[src/rtl/core/ppme_pkg.sv]
// ----------------------------------------------------------------------------
// ppme_pkg
// Shared types and constants for the pixel plotter with mono byte expansion.
// ----------------------------------------------------------------------------
package ppme_pkg;

	localparam int COORD_BITS = 14;
	localparam int ADDR_BITS  = 48;
	localparam int CLIP_BITS  = 15;
	localparam int PITCH_BITS = 17;
	localparam int BPP_BITS   = 6;
	localparam int POS_BITS   = 5;
	localparam int COLOR_BITS = 24;
	localparam int DATA_BITS  = 32;
	localparam int PROD_BITS  = COORD_BITS + PITCH_BITS;
	localparam int IDX_BITS   = 4;

	localparam logic [IDX_BITS-1:0] REG_BASE   = 4'd0;
	localparam logic [IDX_BITS-1:0] REG_WIDTH  = 4'd1;
	localparam logic [IDX_BITS-1:0] REG_HEIGHT = 4'd2;
	localparam logic [IDX_BITS-1:0] REG_PITCH  = 4'd3;
	localparam logic [IDX_BITS-1:0] REG_BPP    = 4'd4;
	localparam logic [IDX_BITS-1:0] REG_RED    = 4'd5;
	localparam logic [IDX_BITS-1:0] REG_GREEN  = 4'd6;
	localparam logic [IDX_BITS-1:0] REG_BLUE   = 4'd7;

	localparam logic             CMD_PIXEL = 1'b0;
	localparam logic             CMD_MONO  = 1'b1;
	localparam logic [BPP_BITS-1:0] BPP_24 = 6'd24;
	localparam logic [BPP_BITS-1:0] BPP_32 = 6'd32;
	localparam logic [2:0]       BYTES_24  = 3'd3;
	localparam logic [2:0]       BYTES_32  = 3'd4;

	typedef struct packed {
		logic                  cmd;
		logic [COORD_BITS-1:0] pos_x;
		logic [COORD_BITS-1:0] pos_y;
		logic [COLOR_BITS-1:0] color;
		logic [COLOR_BITS-1:0] back_color;
		logic [7:0]            mono_bits;
	} in_word_t;

	typedef struct packed {
		logic [ADDR_BITS-1:0] write_address;
		logic [DATA_BITS-1:0] write_data;
		logic [2:0]           write_bytes;
		logic                 last_write;
	} out_word_t;

	typedef struct packed {
		logic [ADDR_BITS-1:0]  base_address;
		logic [CLIP_BITS-1:0]  surface_width;
		logic [CLIP_BITS-1:0]  surface_height;
		logic [PITCH_BITS-1:0] row_pitch;
		logic [BPP_BITS-1:0]   bits_per_pixel;
		logic [POS_BITS-1:0]   red_position;
		logic [POS_BITS-1:0]   green_position;
		logic [POS_BITS-1:0]   blue_position;
	} cfg_t;

	typedef struct packed {
		logic [PROD_BITS-1:0]  row_offset;
		logic [COORD_BITS-1:0] pos_x;
		logic [COLOR_BITS-1:0] fg;
		logic [COLOR_BITS-1:0] bg;
		logic [7:0]            bits;
		logic [7:0]            mask;
	} job_t;

endpackage

[src/rtl/core/pixel_plotter_mono_expand_top.sv]
// ----------------------------------------------------------------------------
// pixel_plotter_mono_expand_top
// Turns put-pixel and mono-byte drawing words into framebuffer write words.
// ----------------------------------------------------------------------------
// The input channel takes one drawing word per cycle while the job queue has
// room. A put-pixel word gives at most one write; a mono-byte word gives up to
// eight writes, one per pixel inside the surface, left to right, with
// last_write set on the final one. Words that hit nothing give no write.
// The output channel carries one write word per cycle from a register while
// the receiver is ready, so a pixel stream runs at one word per cycle. The
// first write of a word is registered in the queue when the word is accepted,
// then in the pixel walker and then in the output register. A mono byte holds
// the walker until all of its visible pixels have been issued.
// The configuration channel is always ready and writes one register per
// word; it is meant to be used only while no drawing work is pending.
// Reset empties the queue and the output register and loads the default
// configuration, with a zero base address, so nothing is written until the
// registers are set. When the receiver stalls, the output word holds, the
// walker waits, and the queue fills before the input channel stalls.
// ----------------------------------------------------------------------------
module pixel_plotter_mono_expand_top import ppme_pkg::*; #(
	parameter int QUEUE_DEPTH = 4
) (
	input  logic                 clk,
	input  logic                 arst_n,
	input  logic                 in_valid,
	output logic                 in_ready,
	input  in_word_t             in_data,
	output logic                 out_valid,
	input  logic                 out_ready,
	output out_word_t            out_data,
	input  logic                 cfg_valid,
	output logic                 cfg_ready,
	input  logic [IDX_BITS-1:0]  cfg_index,
	input  logic [ADDR_BITS-1:0] cfg_data
);

	cfg_t cfg_q;
	logic push;
	logic pop;
	logic full;
	logic empty;
	job_t job;
	job_t head;

	assign cfg_ready = 1'b1;

	always_ff @(posedge clk or negedge arst_n) begin
		if (!arst_n) begin
			cfg_q.base_address   <= '0;
			cfg_q.surface_width  <= '0;
			cfg_q.surface_height <= '0;
			cfg_q.row_pitch      <= '0;
			cfg_q.bits_per_pixel <= BPP_32;
			cfg_q.red_position   <= 5'd16;
			cfg_q.green_position <= 5'd8;
			cfg_q.blue_position  <= 5'd0;
		end else if (cfg_valid) begin
			case (cfg_index)
				REG_BASE:   cfg_q.base_address   <= cfg_data;
				REG_WIDTH:  cfg_q.surface_width  <= cfg_data[CLIP_BITS-1:0];
				REG_HEIGHT: cfg_q.surface_height <= cfg_data[CLIP_BITS-1:0];
				REG_PITCH:  cfg_q.row_pitch      <= cfg_data[PITCH_BITS-1:0];
				REG_BPP:    cfg_q.bits_per_pixel <= cfg_data[BPP_BITS-1:0];
				REG_RED:    cfg_q.red_position   <= cfg_data[POS_BITS-1:0];
				REG_GREEN:  cfg_q.green_position <= cfg_data[POS_BITS-1:0];
				REG_BLUE:   cfg_q.blue_position  <= cfg_data[POS_BITS-1:0];
				default: begin
				end
			endcase
		end
	end

	ppme_front u_front (
		.cfg        (cfg_q),
		.in_valid   (in_valid),
		.in_ready   (in_ready),
		.in_data    (in_data),
		.queue_full (full),
		.push       (push),
		.job        (job)
	);

	ppme_queue #(
		.DEPTH (QUEUE_DEPTH)
	) u_queue (
		.clk    (clk),
		.arst_n (arst_n),
		.push   (push),
		.wdata  (job),
		.pop    (pop),
		.rdata  (head),
		.full   (full),
		.empty  (empty)
	);

	ppme_back u_back (
		.clk         (clk),
		.arst_n      (arst_n),
		.cfg         (cfg_q),
		.head        (head),
		.queue_empty (empty),
		.pop         (pop),
		.out_valid   (out_valid),
		.out_ready   (out_ready),
		.out_data    (out_data)
	);

endmodule

[src/rtl/core/ppme_front.sv]
// ----------------------------------------------------------------------------
// ppme_front
// Accepts drawing words, clips them and forms the pixel mask and row offset.
// ----------------------------------------------------------------------------
module ppme_front import ppme_pkg::*; (
	input  cfg_t     cfg,
	input  logic     in_valid,
	output logic     in_ready,
	input  in_word_t in_data,
	input  logic     queue_full,
	output logic     push,
	output job_t     job
);

	logic       enable;
	logic [7:0] mask;

	always_comb begin
		logic [CLIP_BITS-1:0] px;
		enable = (cfg.base_address != '0)
			&& (cfg.bits_per_pixel inside {BPP_24, BPP_32})
			&& (CLIP_BITS'(in_data.pos_y) < cfg.surface_height);
		mask = '0;
		for (int k = 0; k < 8; k++) begin
			px = CLIP_BITS'(in_data.pos_x) + CLIP_BITS'(k);
			mask[k] = px < cfg.surface_width;
		end
		if (in_data.cmd == CMD_PIXEL) begin
			mask = {7'b0, mask[0]};
		end
		if (!enable) begin
			mask = '0;
		end
	end

	assign in_ready = !queue_full;
	assign push     = in_valid && !queue_full && (mask != '0);

	assign job.row_offset = PROD_BITS'(in_data.pos_y) * PROD_BITS'(cfg.row_pitch);
	assign job.pos_x      = in_data.pos_x;
	assign job.fg         = in_data.color;
	assign job.bg         = in_data.back_color;
	assign job.bits       = (in_data.cmd == CMD_MONO) ? in_data.mono_bits : 8'h80;
	assign job.mask       = mask;

endmodule

[src/rtl/core/ppme_queue.sv]
// ----------------------------------------------------------------------------
// ppme_queue
// Small register FIFO of classified jobs between the front and back parts.
// ----------------------------------------------------------------------------
module ppme_queue import ppme_pkg::*; #(
	parameter int DEPTH = 4
) (
	input  logic clk,
	input  logic arst_n,
	input  logic push,
	input  job_t wdata,
	input  logic pop,
	output job_t rdata,
	output logic full,
	output logic empty
);

	localparam int PTR_W = (DEPTH > 1) ? $clog2(DEPTH) : 1;
	localparam int CNT_W = $clog2(DEPTH + 1);

	job_t             mem_q [DEPTH];
	logic [PTR_W-1:0] wr_ptr_q;
	logic [PTR_W-1:0] rd_ptr_q;
	logic [CNT_W-1:0] count_q;

	assign full  = count_q == CNT_W'(DEPTH);
	assign empty = count_q == '0;
	assign rdata = mem_q[rd_ptr_q];

	always_ff @(posedge clk or negedge arst_n) begin
		if (!arst_n) begin
			wr_ptr_q <= '0;
			rd_ptr_q <= '0;
			count_q  <= '0;
		end else begin
			if (push) begin
				wr_ptr_q <= (wr_ptr_q == PTR_W'(DEPTH - 1)) ? '0 : wr_ptr_q + 1'b1;
			end
			if (pop) begin
				rd_ptr_q <= (rd_ptr_q == PTR_W'(DEPTH - 1)) ? '0 : rd_ptr_q + 1'b1;
			end
			if (push && !pop) begin
				count_q <= count_q + 1'b1;
			end else if (pop && !push) begin
				count_q <= count_q - 1'b1;
			end
		end
	end

	always_ff @(posedge clk) begin
		if (push) begin
			mem_q[wr_ptr_q] <= wdata;
		end
	end

`ifndef SYNTHESIS
	a_push_room: assert property (@(posedge clk) disable iff (!arst_n) push |-> !full)
		else $error("Job pushed into a full queue.");
	a_pop_data: assert property (@(posedge clk) disable iff (!arst_n) pop |-> !empty)
		else $error("Job popped from an empty queue.");
	a_count: assert property (@(posedge clk) disable iff (!arst_n)
		(push && !pop) |=> (count_q == $past(count_q) + 1'b1))
		else $error("Queue fill count lost a push.");
`endif

endmodule

[src/rtl/core/ppme_back.sv]
// ----------------------------------------------------------------------------
// ppme_back
// Walks the pixel mask of one job and issues one packed write per pixel.
// ----------------------------------------------------------------------------
module ppme_back import ppme_pkg::*; (
	input  logic      clk,
	input  logic      arst_n,
	input  cfg_t      cfg,
	input  job_t      head,
	input  logic      queue_empty,
	output logic      pop,
	output logic      out_valid,
	input  logic      out_ready,
	output out_word_t out_data
);

	job_t       work_q;
	logic [7:0] work_mask_q;
	logic       work_valid_q;
	out_word_t  out_q;
	logic       out_valid_q;

	logic                  emit;
	logic                  load;
	logic [2:0]            sel;
	logic [7:0]            next_mask;
	logic [COLOR_BITS-1:0] rgb;
	logic [ADDR_BITS-1:0]  offset;
	out_word_t             word;

	always_comb begin
		logic [CLIP_BITS-1:0] px;
		logic                 is24;
		sel = '0;
		for (int k = 7; k >= 0; k--) begin
			if (work_mask_q[k]) begin
				sel = 3'(k);
			end
		end
		next_mask = work_mask_q & ~(8'b1 << sel);
		rgb = work_q.bits[3'd7 - sel] ? work_q.fg : work_q.bg;
		px = CLIP_BITS'(work_q.pos_x) + CLIP_BITS'(sel);
		is24 = cfg.bits_per_pixel == BPP_24;
		offset = is24 ? ((ADDR_BITS'(px) << 1) + ADDR_BITS'(px)) : (ADDR_BITS'(px) << 2);
		word.write_address = cfg.base_address + ADDR_BITS'(work_q.row_offset) + offset;
		word.write_data = (DATA_BITS'(rgb[23:16]) << cfg.red_position)
			| (DATA_BITS'(rgb[15:8]) << cfg.green_position)
			| (DATA_BITS'(rgb[7:0]) << cfg.blue_position);
		word.write_bytes = is24 ? BYTES_24 : BYTES_32;
		word.last_write = next_mask == '0;
	end

	assign emit = work_valid_q && (!out_valid_q || out_ready);
	assign load = !work_valid_q || (emit && word.last_write);
	assign pop  = load && !queue_empty;

	always_ff @(posedge clk or negedge arst_n) begin
		if (!arst_n) begin
			work_valid_q <= 1'b0;
			out_valid_q  <= 1'b0;
		end else begin
			if (load) begin
				work_valid_q <= !queue_empty;
			end
			if (emit) begin
				out_valid_q <= 1'b1;
			end else if (out_ready) begin
				out_valid_q <= 1'b0;
			end
		end
	end

	always_ff @(posedge clk) begin
		if (pop) begin
			work_q      <= head;
			work_mask_q <= head.mask;
		end else if (emit) begin
			work_mask_q <= next_mask;
		end
		if (emit) begin
			out_q <= word;
		end
	end

	assign out_valid = out_valid_q;
	assign out_data  = out_q;

endmodule
[config.mk]
export PLATFORM = sky130hd
export DESIGN_NAME = pixel_plotter_mono_expand_top
export DESIGN_NICKNAME = d
export VERILOG_FILES = /design/src/rtl/core/ppme_pkg.sv /design/src/rtl/core/pixel_plotter_mono_expand_top.sv /design/src/rtl/core/ppme_front.sv /design/src/rtl/core/ppme_queue.sv /design/src/rtl/core/ppme_back.sv
export SDC_FILE = /design/constraint.sdc
export NUM_CORES = 2
export LEC_CHECK = 0
export BUFFER_PORTS_ARGS = -buffer_cell sky130_fd_sc_hd__buf_2
export CORE_MARGIN = 3
export CORE_UTILIZATION = 62
export CTS_BUF_LIST = sky130_fd_sc_hd__clkbuf_8
export CTS_CLUSTER_SIZE = 12
export DETAILED_ROUTE_END_ITERATION = 8
export PLACE_DENSITY = 0.81
export SETUP_SLACK_MARGIN = 0.4
export SLEW_MARGIN = 30
export SYNTH_ARGS = -nofsm -noshare
export SYNTH_HDL_FRONTEND = slang
export SYNTH_SLANG_ARGS = --single-unit
[constraint.sdc]
create_clock -name clk -period 8.8 [get_ports clk]
set_input_delay 0.44 -clock clk [delete_from_list [all_inputs] [get_ports clk]]
set_output_delay 0.44 -clock clk [all_outputs]
set_load 0.005 [all_outputs]
==> run metrics <==
outcome=finished, final reports clean; Least-Margin Pin Slew=1.023 ns; Slowest Stage Delay on Critical Path=around 0.52 ns; asr flop ratio synth=approximately 17%; Int Pwr=~12 mW; I/O pin count=229; WP buf/inv=4; core outline area=~70000 um2; Residual DRC=0; relative slew slack=31.36%; multi-input logic area=between 20000 and 25000 um2; number of fill cells=approximately 4700; Iteration-0 DRC Markers=2956; max cap viols=0; FF-to-FF path depth=34; Data arrival, critical path=a little over 8 ns; Area Overhead vs Synth=11.90%; initial antenna violation count=11; Post-DRT Antenna Nets=0; max-slew violation count=0; # setup viols final=0; top_reg_cell synth=edfxtp_1; Root Driver=clkbuf_8; Netlist cell types=around 90; Num CTS Buffers=~120; Mean Syn Cell Area=13.06 um2; synthesized flop and latch total=around 750; WP data required=9.32 ns; Final nets=between 4000 and 5000; die extent in x=roughly 270 um; Mapped Nets=between 4000 and 5000; crit path time final=slightly below 8 ns; Critical Path Sink Type=register; Post-Route Utilization=a little over two thirds; clk buf depth=3; Max Clk Rate=roughly 130 MHz; CTS H-Tree Depth=3; EDFF count, synth=628; register area=22000 um2; Sequential Power Share=between 30% and 40%; worst skew pair latency=~0.80 ns; Worst Skew=about 0.09 ns; vias in the first global route=about 30000; Die ar.=74830 um2; FP Rows=97; Sinks on Clock Net=753; Net Sw Frac=roughly two fifths; vias per inst=between 6 and 7; switching power=~8.9 mW; most used cell, CP=o21ai_0; CP startpoint kind=register; fin crit share=between 80 and 90%; VDD IR max=between 0.9 and 1 mV; All-Layer GR Usage=30.18%; via count=29508; die height=roughly 270 um; hold path cells=2; crit path max-delay cell type=edfxtp_1; router iterations before antenna repair=5; RSZ-0062 raised after global routing=false; fraction of layout cells with a size suffix above 1=between 10% and 20%; worst-path fanout max=9; first-pass GRT wire length=approximately 170000 um; WL/cell=around 23 um; power density cells=428.4 nW/um2; Clk network pwr share=a little over an eighth; GP Congestion=a little under 1; worst min path class=in2reg; detailed placement HPWL=77510 um; Setup Crit Path Kind=reg2reg; Total Neg Setup Slack=0 ns; Routed Wire Length=roughly 110000 um; Clk pin slew, worst setup/hold paths=roughly 0.06 ns; Seq/Total Area, Yosys=between 40% and 50%; Yosys warning count=0; # port buffers=between 200 and 250; largest net degree at the start of global routing=85; Comb pwr share=a little under three fifths; Crit path max-delay family=compound AO/OA/AOI/OAI gates; TritonCTS clock tree=built; gr ovfl total=0; Starting Density=between 60% and 70%; synthesized instance count=around 3400; Leakage Power=roughly 20 nW; WP depth=34; Syn Std Cell Area=44380 um2; final hold vios=0
-- cell usage in the layout (no fill, tap or decap), types with 11 or more instances in the layout --
cell type	instances
nor4_1	21
nand2_1	289
nor2_1	142
o31ai_1	11
a21o_1	41
nand2b_1	22
nand3_1	64
a21oi_1	120
mux4_2	129
buf_4	21
o211ai_1	20
a31oi_1	11
and2_1	120
nor2b_1	19
fa_1	198
clkbuf_8	123
mux2i_1	26
clkinv_1	24
a211oi_1	21
or3_1	11
buf_2	226
dfrtp_1	120
mux2_2	114
o22ai_1	13
nor3_1	53
o21bai_1	13
edfxtp_1	628
xor2_1	74
o21ai_0	82
dlygate4sd3_1	84
xnor2_1	104
a211o_1	12
and3_1	18
ha_1	292
nand4_1	25
inv_1	344
-- cell type report --
type,count,area share [%]
timing repair buffer,336,4.485
inverter,305,2.305
tap,940,2.368
sequential,753,44.30
antenna,6,0.03023
multi-input combinational,2211,41.80
clock inverter,87,1.310
clock buffer,123,3.409
-- final timing paths --
check | from | endpoint | slack [ns]
max | u_back.work_mask_q[3] | u_back.out_data[74] | 1.01
min | in_data[5] | u_queue.mem_q[2][13] | 0.07
max reg2reg | u_back.work_mask_q[3] | u_back.out_data[74] | 1.01
min reg2reg | u_back.work_valid_q | u_back.out_valid | 0.49
max in group asynchronous | arst_n | cfg_q[54] | 7.25
min in group asynchronous | arst_n | cfg_q[95] | 0.32
-- routing by layer --
layer	wire (um)	GRT usage, %	vias up
met5	29	0	-
met4	4814	12.04	4
met3	8971	5.417	269
met2	53700	48.86	1486
met1	43750	40.94	14744
li1	-	-	13005
-- through the flow --
stage               std cells  total power, mW  hold slack [ns]  area [um2]  setup WS (ns)
detailed placement       4458            18.09           0.4787       46390         0.6503
global route             4760            22.89          0.04838       49660         0.4106
finish                   4761            21.27          0.06571       49660          1.011
global placement         4457            17.68           0.4661       46350         0.8288
CTS                      4752            21.19          0.01275       49570         0.5963
floorplan                3399            15.13           0.1444       44380          1.739
-- sequential cells by signal (all words and copies together) (netlist names) --
signal / cells
u_queue.count_q: 3
u_back.out_valid: 1
u_back.work_valid_q: 1
cfg_q: 116
u_queue.rd_ptr_q: 2
u_back.out_data: 83
u_back.work_mask_q: 8
u_queue.wr_ptr_q: 2
u_queue.mem_q: 436
u_back.work_q: 101
-- cell usage after synthesis, types with 5 or more instances --
master	number	area, um2
edfxtp_1	628	18860
inv_1	301	1130
ha_1	292	3654
nand2_1	290	1089
fa_1	198	3964
nor2_1	142	533.0
mux4_2	129	2905
and2_1	125	782.0
dfrtp_1	122	3053
a21oi_1	121	605.6
mux2_2	114	1284
xnor2_1	104	910.9
clkbuf_1	91	341.6
o21ai_0	82	410.4
xor2_1	74	648.1
nand3_1	64	320.3
nor3_1	53	265.3
a21o_1	41	307.8
buf_1	32	120.1
mux2i_1	26	260.3
nand4_1	25	156.4
nand2b_1	22	137.6
a211oi_1	21	157.7
nor4_1	21	131.4
o211ai_1	20	150.1
nor2b_1	19	118.9
and3_1	18	112.6
o21bai_1	13	97.59
o22ai_1	13	81.33
a211o_1	12	105.1
a31oi_1	12	75.07
o31ai_1	11	82.58
or3_1	11	68.82
a22oi_1	10	75.07
o21a_1	10	75.07
or2_2	8	50.05
a221o_1	6	60.06
o2111ai_1	6	52.55
o32ai_1	6	52.55
a2111oi_0	5	43.79
nand3b_1	5	37.54
o211a_1	5	50.05
o221ai_1	5	43.79
-- worst register-to-register path, delay by kind of cell, from the launching register on --
family | cells | cell delay [ns]
adder cells (fa/ha/maj) | 5 | 1.87
XOR/XNOR | 3 | 0.42
buffers and inverters | 4 | 0.32
flip-flops | 1 | 0.52
AND/OR/NAND/NOR | 7 | 1.23
AO/OA/AOI/OAI | 15 | 3.19
-- repair_timing --
action	in CTS	in global routing
hold buffers	84	0
resized for setup	0	3
hold endpoints to repair	304	0
setup endpoints to repair	0	18
setup buffers	0	1
-- kinds of logic after synthesis --
kind of cell / count (synthesis) / share of synthesized area (%)
xor gates and xnor gates: 180 / 3.614
buffers and inverters: 435 / 3.772
other: 1 / 0.008450
DFF: 753 / 49.55
muxes: 273 / 10.26
AOI/OAI and AO/OA: 444 / 6.662
and+or+nand+nor: 822 / 8.946
adders and majority gates: 491 / 17.19
-- power groups by stage --
stage	Clock (mW)	Sequential (mW)	Combinational [mW]
final	2.90	6.52	11.9
after global routing	3.11	6.57	13.2
after CTS	2.95	6.52	11.7
after detailed placement	0	6.59	11.5
after global placement	0	6.57	11.1
after floorplan	0	6.30	8.84
(Power assumes the default switching activity.)
